===== src/rtl/core/bsld_pkg.sv =====
`timescale 1ns / 1ps
// Shared constants, codes and controller/datapath bundles for the line-graph distance search.
package bsld_pkg;

  localparam int MAX_NODES = 1024;
  localparam int NODE_W    = $clog2(MAX_NODES);
  localparam int CNT_W     = NODE_W + 1;
  localparam int OP_W      = 2;
  localparam int DATA_W    = 32;
  localparam int PADDR_W   = 3;

  localparam logic [CNT_W-1:0] NODE_COUNT_RST = CNT_W'(MAX_NODES);
  localparam logic [0:0]       REG_NODE_COUNT = 1'b0;

  typedef enum logic [OP_W-1:0] {
    OP_LOAD = 2'd0,
    OP_RUN  = 2'd1,
    OP_READ = 2'd2
  } op_e;

  // Neighbor being examined for the node at the head of the search.
  typedef enum logic [1:0] {
    CAND_LEFT  = 2'd0,
    CAND_RIGHT = 2'd1,
    CAND_SHORT = 2'd2
  } cand_e;

  typedef struct packed {
    logic  take;
    logic  sc_write;
    logic  clr_step;
    logic  seed;
    logic  q_read;
    logic  node_load;
    logic  vis_read;
    cand_e vis_sel;
    logic  check;
    cand_e check_sel;
    logic  dist_read;
    logic  out_load;
  } bsld_cmd_t;

  typedef struct packed {
    logic clr_last;
    logic q_nonempty;
    logic push;
    logic out_free;
  } bsld_sts_t;

endpackage


===== src/rtl/core/bsld_ctrl.sv =====
`timescale 1ns / 1ps
// Sequencer that walks the breadth-first search and the load and read requests.
module bsld_ctrl import bsld_pkg::*; (
  input  logic            clk_i,
  input  logic            rst_ni,
  input  logic            in_valid_i,
  input  logic [OP_W-1:0] in_op_i,
  output logic            in_ready_o,
  input  bsld_sts_t       sts_i,
  output bsld_cmd_t       cmd_o
);

  typedef enum logic [3:0] {
    S_IDLE,
    S_SC_WRITE,
    S_CLEAR,
    S_SEED,
    S_POP,
    S_LOAD,
    S_VR0,
    S_VR1,
    S_VR2,
    S_VFIN,
    S_DIST_RD,
    S_RESP
  } state_e;

  state_e state_q, state_d;

  assign in_ready_o = (state_q == S_IDLE);

  always_comb begin
    state_d = state_q;
    cmd_o   = '0;
    unique case (state_q)
      S_IDLE: begin
        if (in_valid_i) begin
          cmd_o.take = 1'b1;
          unique case (in_op_i)
            OP_LOAD: state_d = S_SC_WRITE;
            OP_RUN:  state_d = S_CLEAR;
            OP_READ: state_d = S_DIST_RD;
            default: state_d = S_IDLE;
          endcase
        end
      end
      S_SC_WRITE: begin
        cmd_o.sc_write = 1'b1;
        state_d        = S_IDLE;
      end
      S_CLEAR: begin
        cmd_o.clr_step = 1'b1;
        if (sts_i.clr_last) begin
          state_d = S_SEED;
        end
      end
      S_SEED: begin
        cmd_o.seed = 1'b1;
        state_d    = S_POP;
      end
      S_POP: begin
        cmd_o.q_read = 1'b1;
        state_d      = S_LOAD;
      end
      S_LOAD: begin
        cmd_o.node_load = 1'b1;
        state_d         = S_VR0;
      end
      S_VR0: begin
        cmd_o.vis_read = 1'b1;
        cmd_o.vis_sel  = CAND_LEFT;
        state_d        = S_VR1;
      end
      S_VR1: begin
        cmd_o.check     = 1'b1;
        cmd_o.check_sel = CAND_LEFT;
        cmd_o.vis_read  = 1'b1;
        cmd_o.vis_sel   = CAND_RIGHT;
        state_d         = S_VR2;
      end
      S_VR2: begin
        cmd_o.check     = 1'b1;
        cmd_o.check_sel = CAND_RIGHT;
        cmd_o.vis_read  = 1'b1;
        cmd_o.vis_sel   = CAND_SHORT;
        state_d         = S_VFIN;
      end
      S_VFIN: begin
        cmd_o.check     = 1'b1;
        cmd_o.check_sel = CAND_SHORT;
        // The head entry can be fetched now unless it is the one being pushed.
        if (sts_i.q_nonempty) begin
          cmd_o.q_read = 1'b1;
          state_d      = S_LOAD;
        end else if (sts_i.push) begin
          state_d = S_POP;
        end else begin
          state_d = S_DIST_RD;
        end
      end
      S_DIST_RD: begin
        cmd_o.dist_read = 1'b1;
        state_d         = S_RESP;
      end
      S_RESP: begin
        if (sts_i.out_free) begin
          cmd_o.out_load = 1'b1;
          state_d        = S_IDLE;
        end
      end
      default: state_d = S_IDLE;
    endcase
  end

  always_ff @(posedge clk_i or negedge rst_ni) begin
    if (!rst_ni) begin
      state_q <= S_IDLE;
    end else begin
      state_q <= state_d;
    end
  end

endmodule


===== config.mk =====
export PLATFORM = sky130hd
export DESIGN_NAME = bsld_ctrl
export DESIGN_NICKNAME = d
export VERILOG_FILES = /design/src/rtl/core/bsld_pkg.sv /design/src/rtl/core/bsld_ctrl.sv
export SDC_FILE = /design/constraint.sdc
export NUM_CORES = 1
export LEC_CHECK = 0
export BUFFER_PORTS_ARGS = -buffer_cell sky130_fd_sc_hd__buf_2
export CORE_MARGIN = 2
export CORE_UTILIZATION = 35
export CTS_BUF_LIST = sky130_fd_sc_hd__clkbuf_8
export CTS_CLUSTER_SIZE = 10
export DETAILED_ROUTE_END_ITERATION = 6
export RECOVER_POWER = 50
export SYNTH_ARGS = -nofsm -noshare
export SYNTH_HDL_FRONTEND = slang
export SYNTH_SLANG_ARGS = --single-unit

===== constraint.sdc =====
create_clock -name clk_i -period 2.3 [get_ports clk_i]
set_clock_uncertainty 0.15 [all_clocks]
set_input_delay 0.115 -clock clk_i [delete_from_list [all_inputs] [get_ports clk_i]]
set_output_delay 0.115 -clock clk_i [all_outputs]
set_load 0.05 [all_outputs]

* Yosys cells after proc, flatten, opt, wreduce, memory -nomap -nowiden
Cells that the tools add are included. W data, S select, Z words.
Cells by class: shifts and indexed selects 0, bitwise gates (word level) 0, $add $sub $neg 0, multipliers 0, divide/modulo/power cells 0, $lt $le $gt $ge 0, eq/ne operators 16, reduce and logical (&&, ||, !) cells 3, multiplexer cells 20
Operator list (count):
- $pmux W4 S11 | 1
- $mux W4 | 5
- $pmux W3 S3 | 2
- $eq A4 B3 Y1 const B | 4
- $eq A4 B4 Y1 const B | 4
- $pmux W4 S3 | 1
- $mux W1 | 10
- $eq A4 B2 Y1 const B | 2
- $ne A2 B2 Y1 const B | 3
- $eq A4 B1 Y1 const B | 1
- $logic_not A4 Y1 | 1
- $reduce_and A3 Y1 | 1
- $eq A2 B1 Y1 const B | 1
- $eq A2 B2 Y1 const B | 1
- $logic_not A2 Y1 | 1
- $pmux W1 S2 | 1
Word-level totals: input bits 9, latch bits 0, ROM bits 0, bits in writable memories 0, memories kept 0, output and inout bits 15, register bits 4

* Logic depth before layout (Yosys ltp)
Gate-level depths: netlist of the first run.
depth after elaboration 4, mapped depth 6, mapped depth without buffers 6

* Worst setup path after synthesis of the first run
Ideal clock, no wire load.
kind register -> output, start point register state_q[1], end point output cmd_o[13] (netlist name), data required time 2.035 ns, arrival time 2.373 ns, path buffers 2, stages on the path, launching flop included 5, path slack -0.338 ns, cells stage by stage dfrtp_1 > buf_6 > clkbuf_1 > nor3_1 > and2_1
RTL lines:
- from (decl) | line bsld_ctrl.sv:28 | state_e state_q, state_d;
- from (signal assigned) | line bsld_ctrl.sv:119 | state_q <= state_d;
- to (decl) | line bsld_ctrl.sv:10 | output bsld_cmd_t cmd_o

==> flow_summary.json, run 1 <==
{
  "status": "complete, no violations",
  "ys_ff_latch": 4,
  "fp.coreArea_um2": 1280,
  "grt_overflow_total": 0,
  "htreeDepth": 1,
  "synth-seq-area-share_pct": 20.8,
  "crit_start": "state_q[1]",
  "track_usage_pct": 18.1,
  "antenna_found_initial": 0,
  "path_class": "reg2out",
  "rrSetupSlack_ps": 510,
  "wirelength_um": 1260,
  "netlist_area_um2": 480,
  "row_count": 13,
  "cts_setup_buffers": 0,
  "largestRegisters": "state_q x4",
  "cts_tree": "built",
  "max_cap_violations": 0,
  "hold_path.class": "in2reg",
  "dpl-instance-area_um2": 603,
  "cp-start-kind": "flip-flop",
  "die-area_um2": 1690,
  "cts-root-buf": "clkbuf_8",
  "cts_buffers": 3,
  "max_slew_margin_pct": 60.6,
  "timing.fmax_mhz": 514,
  "grt_pass1_wl_um": 1930,
  "area_growth_pct": 34.9,
  "slew_viol_final": 0,
  "synth.distinct_cells": 30,
  "power_mw": 1.09,
  "io_buffers": 23,
  "boundaryPins": 24,
  "whs_ps": 47.3,
  "pwr_density_cell_nw_per_um2": 1670,
  "vias": 546,
  "synth_warnings": 0,
  "setup_slack_ps": 356,
  "hold_depth": 3,
  "dp_cells": 102,
  "fin_area_um2": 648,
  "post-route-period-util_pct": 84.5,
  "first_pass_iters": 5,
  "setup_viol": 0,
  "hold_viol": 0,
  "rsz0062_at_grt": "false",
  "min_to": "state_q[2]",
  "clkLatencyLatePin_ps": 220,
  "start_util_pct": 37.4,
  "worstPathMaxFanout": 18,
  "hold_buffers": 1,
  "final_util_pct": 50.4,
  "gp_congestion": 0.823,
  "clkTransAtPathRegs_ps": 30,
  "drive_above_1_share_pct": 29.7,
  "n_antenna_cell": 0,
  "worst-r2r-cell-count": 4,
  "crit_required_ps": 2040,
  "avgSynthCellArea_um2": 7.07,
  "r2r-end": "state_q[3]",
  "largest_reg_flops": 4,
  "num-fill-cells": 146,
  "fin_nets": 104,
  "synth_nets": 79,
  "drcViolationCount": 0,
  "drtAntennaViolNets": 0,
  "drtIter0Drc": 14,
  "vdd_ir_drop_max_mv": 0.716,
  "grt_max_degree": 19,
  "fin_crit_ps": 1940,
  "cp-end-kind": "output port",
  "via_per_inst": 5.15,
  "worstHoldStart": "sts_i[1]",
  "r2r_start": "state_q[1]",
  "fin_cells": 106,
  "die_x_um": 41.1,
  "post_cts_resized": 0,
  "total_leakage_power_nw": 0.354,
  "cts.sinks": 4,
  "clockBufferDepth": 2,
  "wl_per_cell_um": 11.9,
  "tns_ps": 0,
  "dp_slack_ps": 507,
  "regMostFlops": "state_q",
  "dp_hpwl_um": 933,
  "grt_pass1_vias": 464,
  "arrival_ps": 1680,
  "synth_cells": 68,
  "tightest_slew_ps": 594,
  "fp.dieH_um": 41.1
}
## placed cells by master (no fill, tap or decap), types with 3 or more instances in the layout
master    count
o21ai_0       7
a21o_1        3
dfrtp_1       4
buf_2        18
clkbuf_1      5
nor3_1        5
nor2_1        7
nand2_1       3
clkbuf_8      3
nand2b_1      4
inv_1         7
## cell families (layout without fill, tap and decap cells)
family / count (synthesis) / in the layout / synth area share, %
DFF: 4 / 4 / 20.8
buffers and inverters: 12 / 35 / 11.5
adders and majority gates: 2 / 2 / 5.21
AOI/OAI and AO/OA: 18 / 18 / 25.3
xor gates and xnor gates: 1 / 1 / 1.82
and+or+nand+nor: 31 / 31 / 35.4
## how the worst max path moves through the flow
stage,slack [ps],end,cells after the start
CTS,460,cmd_o[9],4
global route,250,cmd_o[11],3
floorplan,110,cmd_o[13],4
finish,360,cmd_o[8],3
detailed placement,510,state_q[3],4
global placement,550,state_q[3],4
## worst max-delay path, cell delays in order, from the launching register on
cell and delay, ps:
dfrtp_1 560, nand2b_1 300, nor2_1 130, clkbuf_1 470
## routing by layer
| layer | GRT usage [%] | wire length, µm | up-vias |
|---|---|---|---|
| met5 | 0 | 0 | - |
| met2 | 27.0 | 599 | 14 |
| li1 | - | - | 281 |
| met4 | 15.0 | 27 | 0 |
| met3 | 1.63 | 55 | 4 |
| met1 | 23.3 | 579 | 247 |
## report_power, final
group	leakage, nW	switching (mW)	total, mW	internal, mW
Combinational	0.281	0.521	0.748	0.227
Sequential	0.0511	0.0792	0.183	0.104
Clock	0.0216	0.0414	0.153	0.112
Total	0.354	0.642	1.09	0.444
## synth_stat cells
library cell  instances  area (µm²)
o32a_1                1        10.0
o211a_1               1        10.0
and3b_1               1        8.76
nor2_1                7        26.3
o22a_1                1        8.76
dfrtp_1               4         100
buf_2                 2        10.0
o221ai_1              1        8.76
and3_4                1        11.3
and2_1                1        6.26
buf_6                 1        11.3
or3_1                 1        6.26
or2_1                 1        6.26
a21o_1                3        22.5
nand2b_1              4        25.0
o21ai_1               1        5.00
or4b_1                1        10.0
nor3_1                7        35.0
or2_2                 1        6.26
xnor2_1               1        8.76
o211ai_1              1        7.51
ha_1                  2        25.0
clkbuf_1              2        7.51
o21ai_0               6        30.0
o21ai_2               1        8.76
nand3_1               1        5.00
nor2b_1               2        12.5
a21oi_1               2        10.0
nand2_1               3        11.3
inv_1                 7        26.3
## cell type report
cell class | count | area [µm²] | area share [%]
Clock buffer | 3 | 41.3 | 6.37
Inverter | 7 | 26.3 | 4.05
Multi-Input combinational cell | 52 | 335 | 51.7
Sequential cell | 4 | 100 | 15.4
Tap cell | 15 | 18.8 | 2.90
Timing Repair Buffer | 25 | 126 | 19.5
Note: power is estimated with default switching activity, not from simulation.
==> inputs of run 2 (changes only) <==
==> constraint.sdc (replaced) <==
create_clock -name clk_i -period 1.9 [get_ports clk_i]
set_clock_uncertainty 0.15 [all_clocks]
set_input_delay 0.095 -clock clk_i [delete_from_list [all_inputs] [get_ports clk_i]]
set_output_delay 0.095 -clock clk_i [all_outputs]
set_load 0.05 [all_outputs]
==> flow_summary.json, run 2 (synthesis results as in run 1) <==
{
  "fin_crit_ps": 1800,
  "hold_viol": 0,
  "hold_path.class": "in2reg",
  "clkTransAtPathRegs_ps": 30,
  "cts_tree": "built",
  "wl_per_cell_um": 11.7,
  "dp_slack_ps": 277,
  "fin_cells": 107,
  "pwr_density_cell_nw_per_um2": 2020,
  "cts_buffers": 3,
  "boundaryPins": 24,
  "crit_required_ps": 1650,
  "power_mw": 1.35,
  "vias": 558,
  "gp_congestion": 0.867,
  "tightest_slew_ps": 279,
  "total_leakage_power_nw": 0.371,
  "wirelength_um": 1260,
  "drcViolationCount": 0,
  "status": "complete, no violations",
  "regMostFlops": "state_q",
  "die_x_um": 41.1,
  "mostFrequentLayoutCell": "buf_2",
  "cp-start-kind": "flip-flop",
  "start_util_pct": 37.4,
  "cts-root-buf": "clkbuf_8",
  "io_buffers": 23,
  "max_slew_margin_pct": 81.4,
  "max_cap_violations": 0,
  "fin_area_um2": 666,
  "n_antenna_cell": 0,
  "drtIter0Drc": 12,
  "fp.coreArea_um2": 1280,
  "setup_slack_ps": 101,
  "htreeDepth": 1,
  "dpl-instance-area_um2": 617,
  "grt_max_degree": 18,
  "dp_cells": 103,
  "fp.dieH_um": 41.1,
  "grt_overflow_total": 0,
  "fin_nets": 105,
  "die-area_um2": 1690,
  "path_class": "reg2out",
  "slew_viol_final": 0,
  "rsz0062_at_grt": "false",
  "drive_above_1_share_pct": 34.8,
  "row_count": 13,
  "clockBufferDepth": 2,
  "track_usage_pct": 17.8,
  "setup_viol": 0,
  "worstPathMaxFanout": 9,
  "dp_hpwl_um": 945,
  "drtAntennaViolNets": 0,
  "grt_pass1_vias": 471,
  "area_growth_pct": 38.5,
  "antenna_found_initial": 0,
  "post-route-period-util_pct": 94.7,
  "num-fill-cells": 137,
  "cts_setup_buffers": 0,
  "first_pass_iters": 5,
  "arrival_ps": 1550,
  "largest_reg_flops": 4,
  "largestRegisters": "state_q x4",
  "cp-end-kind": "output port",
  "clkLatencyLatePin_ps": 220,
  "via_per_inst": 5.21,
  "final_cell_mix": "18 x buf_2, 7 x inv_1, 7 x nor2_1, 7 x o21ai_0, 5 x nor3_1",
  "grt_pass1_wl_um": 1930,
  "timing.fmax_mhz": 556,
  "vdd_ir_drop_max_mv": 1.10,
  "cts.sinks": 4
}
run 2: layer usage:
metal  GRT usage [%]  vias to the layer above  part of all wire (%)
met2            30.1                       13                    52
li1                -                      285                     -
met5               0                        -                     0
met1            20.6                      258                    43
met3            1.63                        2                   3.5
met4            12.5                        0                   1.5
run 2: through the flow:
step                      setup TNS (ps)  hold WS, ps  utilization [%]
after floorplan                     -835         -351                -
after global placement                 0         -246             48.0
after detailed placement               0         -249             48.0
after CTS                              0         43.9             52.0
after global routing                   0         53.0             51.8
final                                  0         29.5             51.8
run 2: worst paths after layout:
kind,from,endpoint,slack [ps],cells past startpoint
worst max-delay path,state_q[3],cmd_o[13],100,4
worst min-delay path,sts_i[1],state_q[2],30,3
worst max register to register,state_q[0],state_q[3],230,4
worst min register to register,state_q[3],state_q[2],520,1
max in group asynchronous,rst_ni,state_q[1],1330,2
min in group asynchronous,rst_ni,state_q[2],90,2
run 2: area by class of cell:
type | instances | area (µm²) | area share (%)
multi-input combinational | 52 | 340 | 51.1
timing repair buffer | 26 | 139 | 20.9
sequential | 4 | 100 | 15.0
clock buffer | 3 | 41.3 | 6.20
inverter | 7 | 26.3 | 3.95
tap | 15 | 18.8 | 2.82
run 2: repair_timing:
action | 4_1_cts | 5_1_grt
hold buffers | 1 | 0
setup endpoints to repair | 0 | 1
hold endpoints to repair | 4 | 0
resized for setup | 0 | 1
run 2: critical path, cell delays in order, from the launching register on:
cell	delay, ps
dfrtp_1	460
or2_1	350
nor3_4	140
and2_1	130
buf_2	250
run 2: power breakdown:
part           internal, mW  switching (mW)  total, mW
clock network         0.135          0.0423      0.177
registers             0.127          0.0625      0.189
logic                 0.306           0.676      0.981
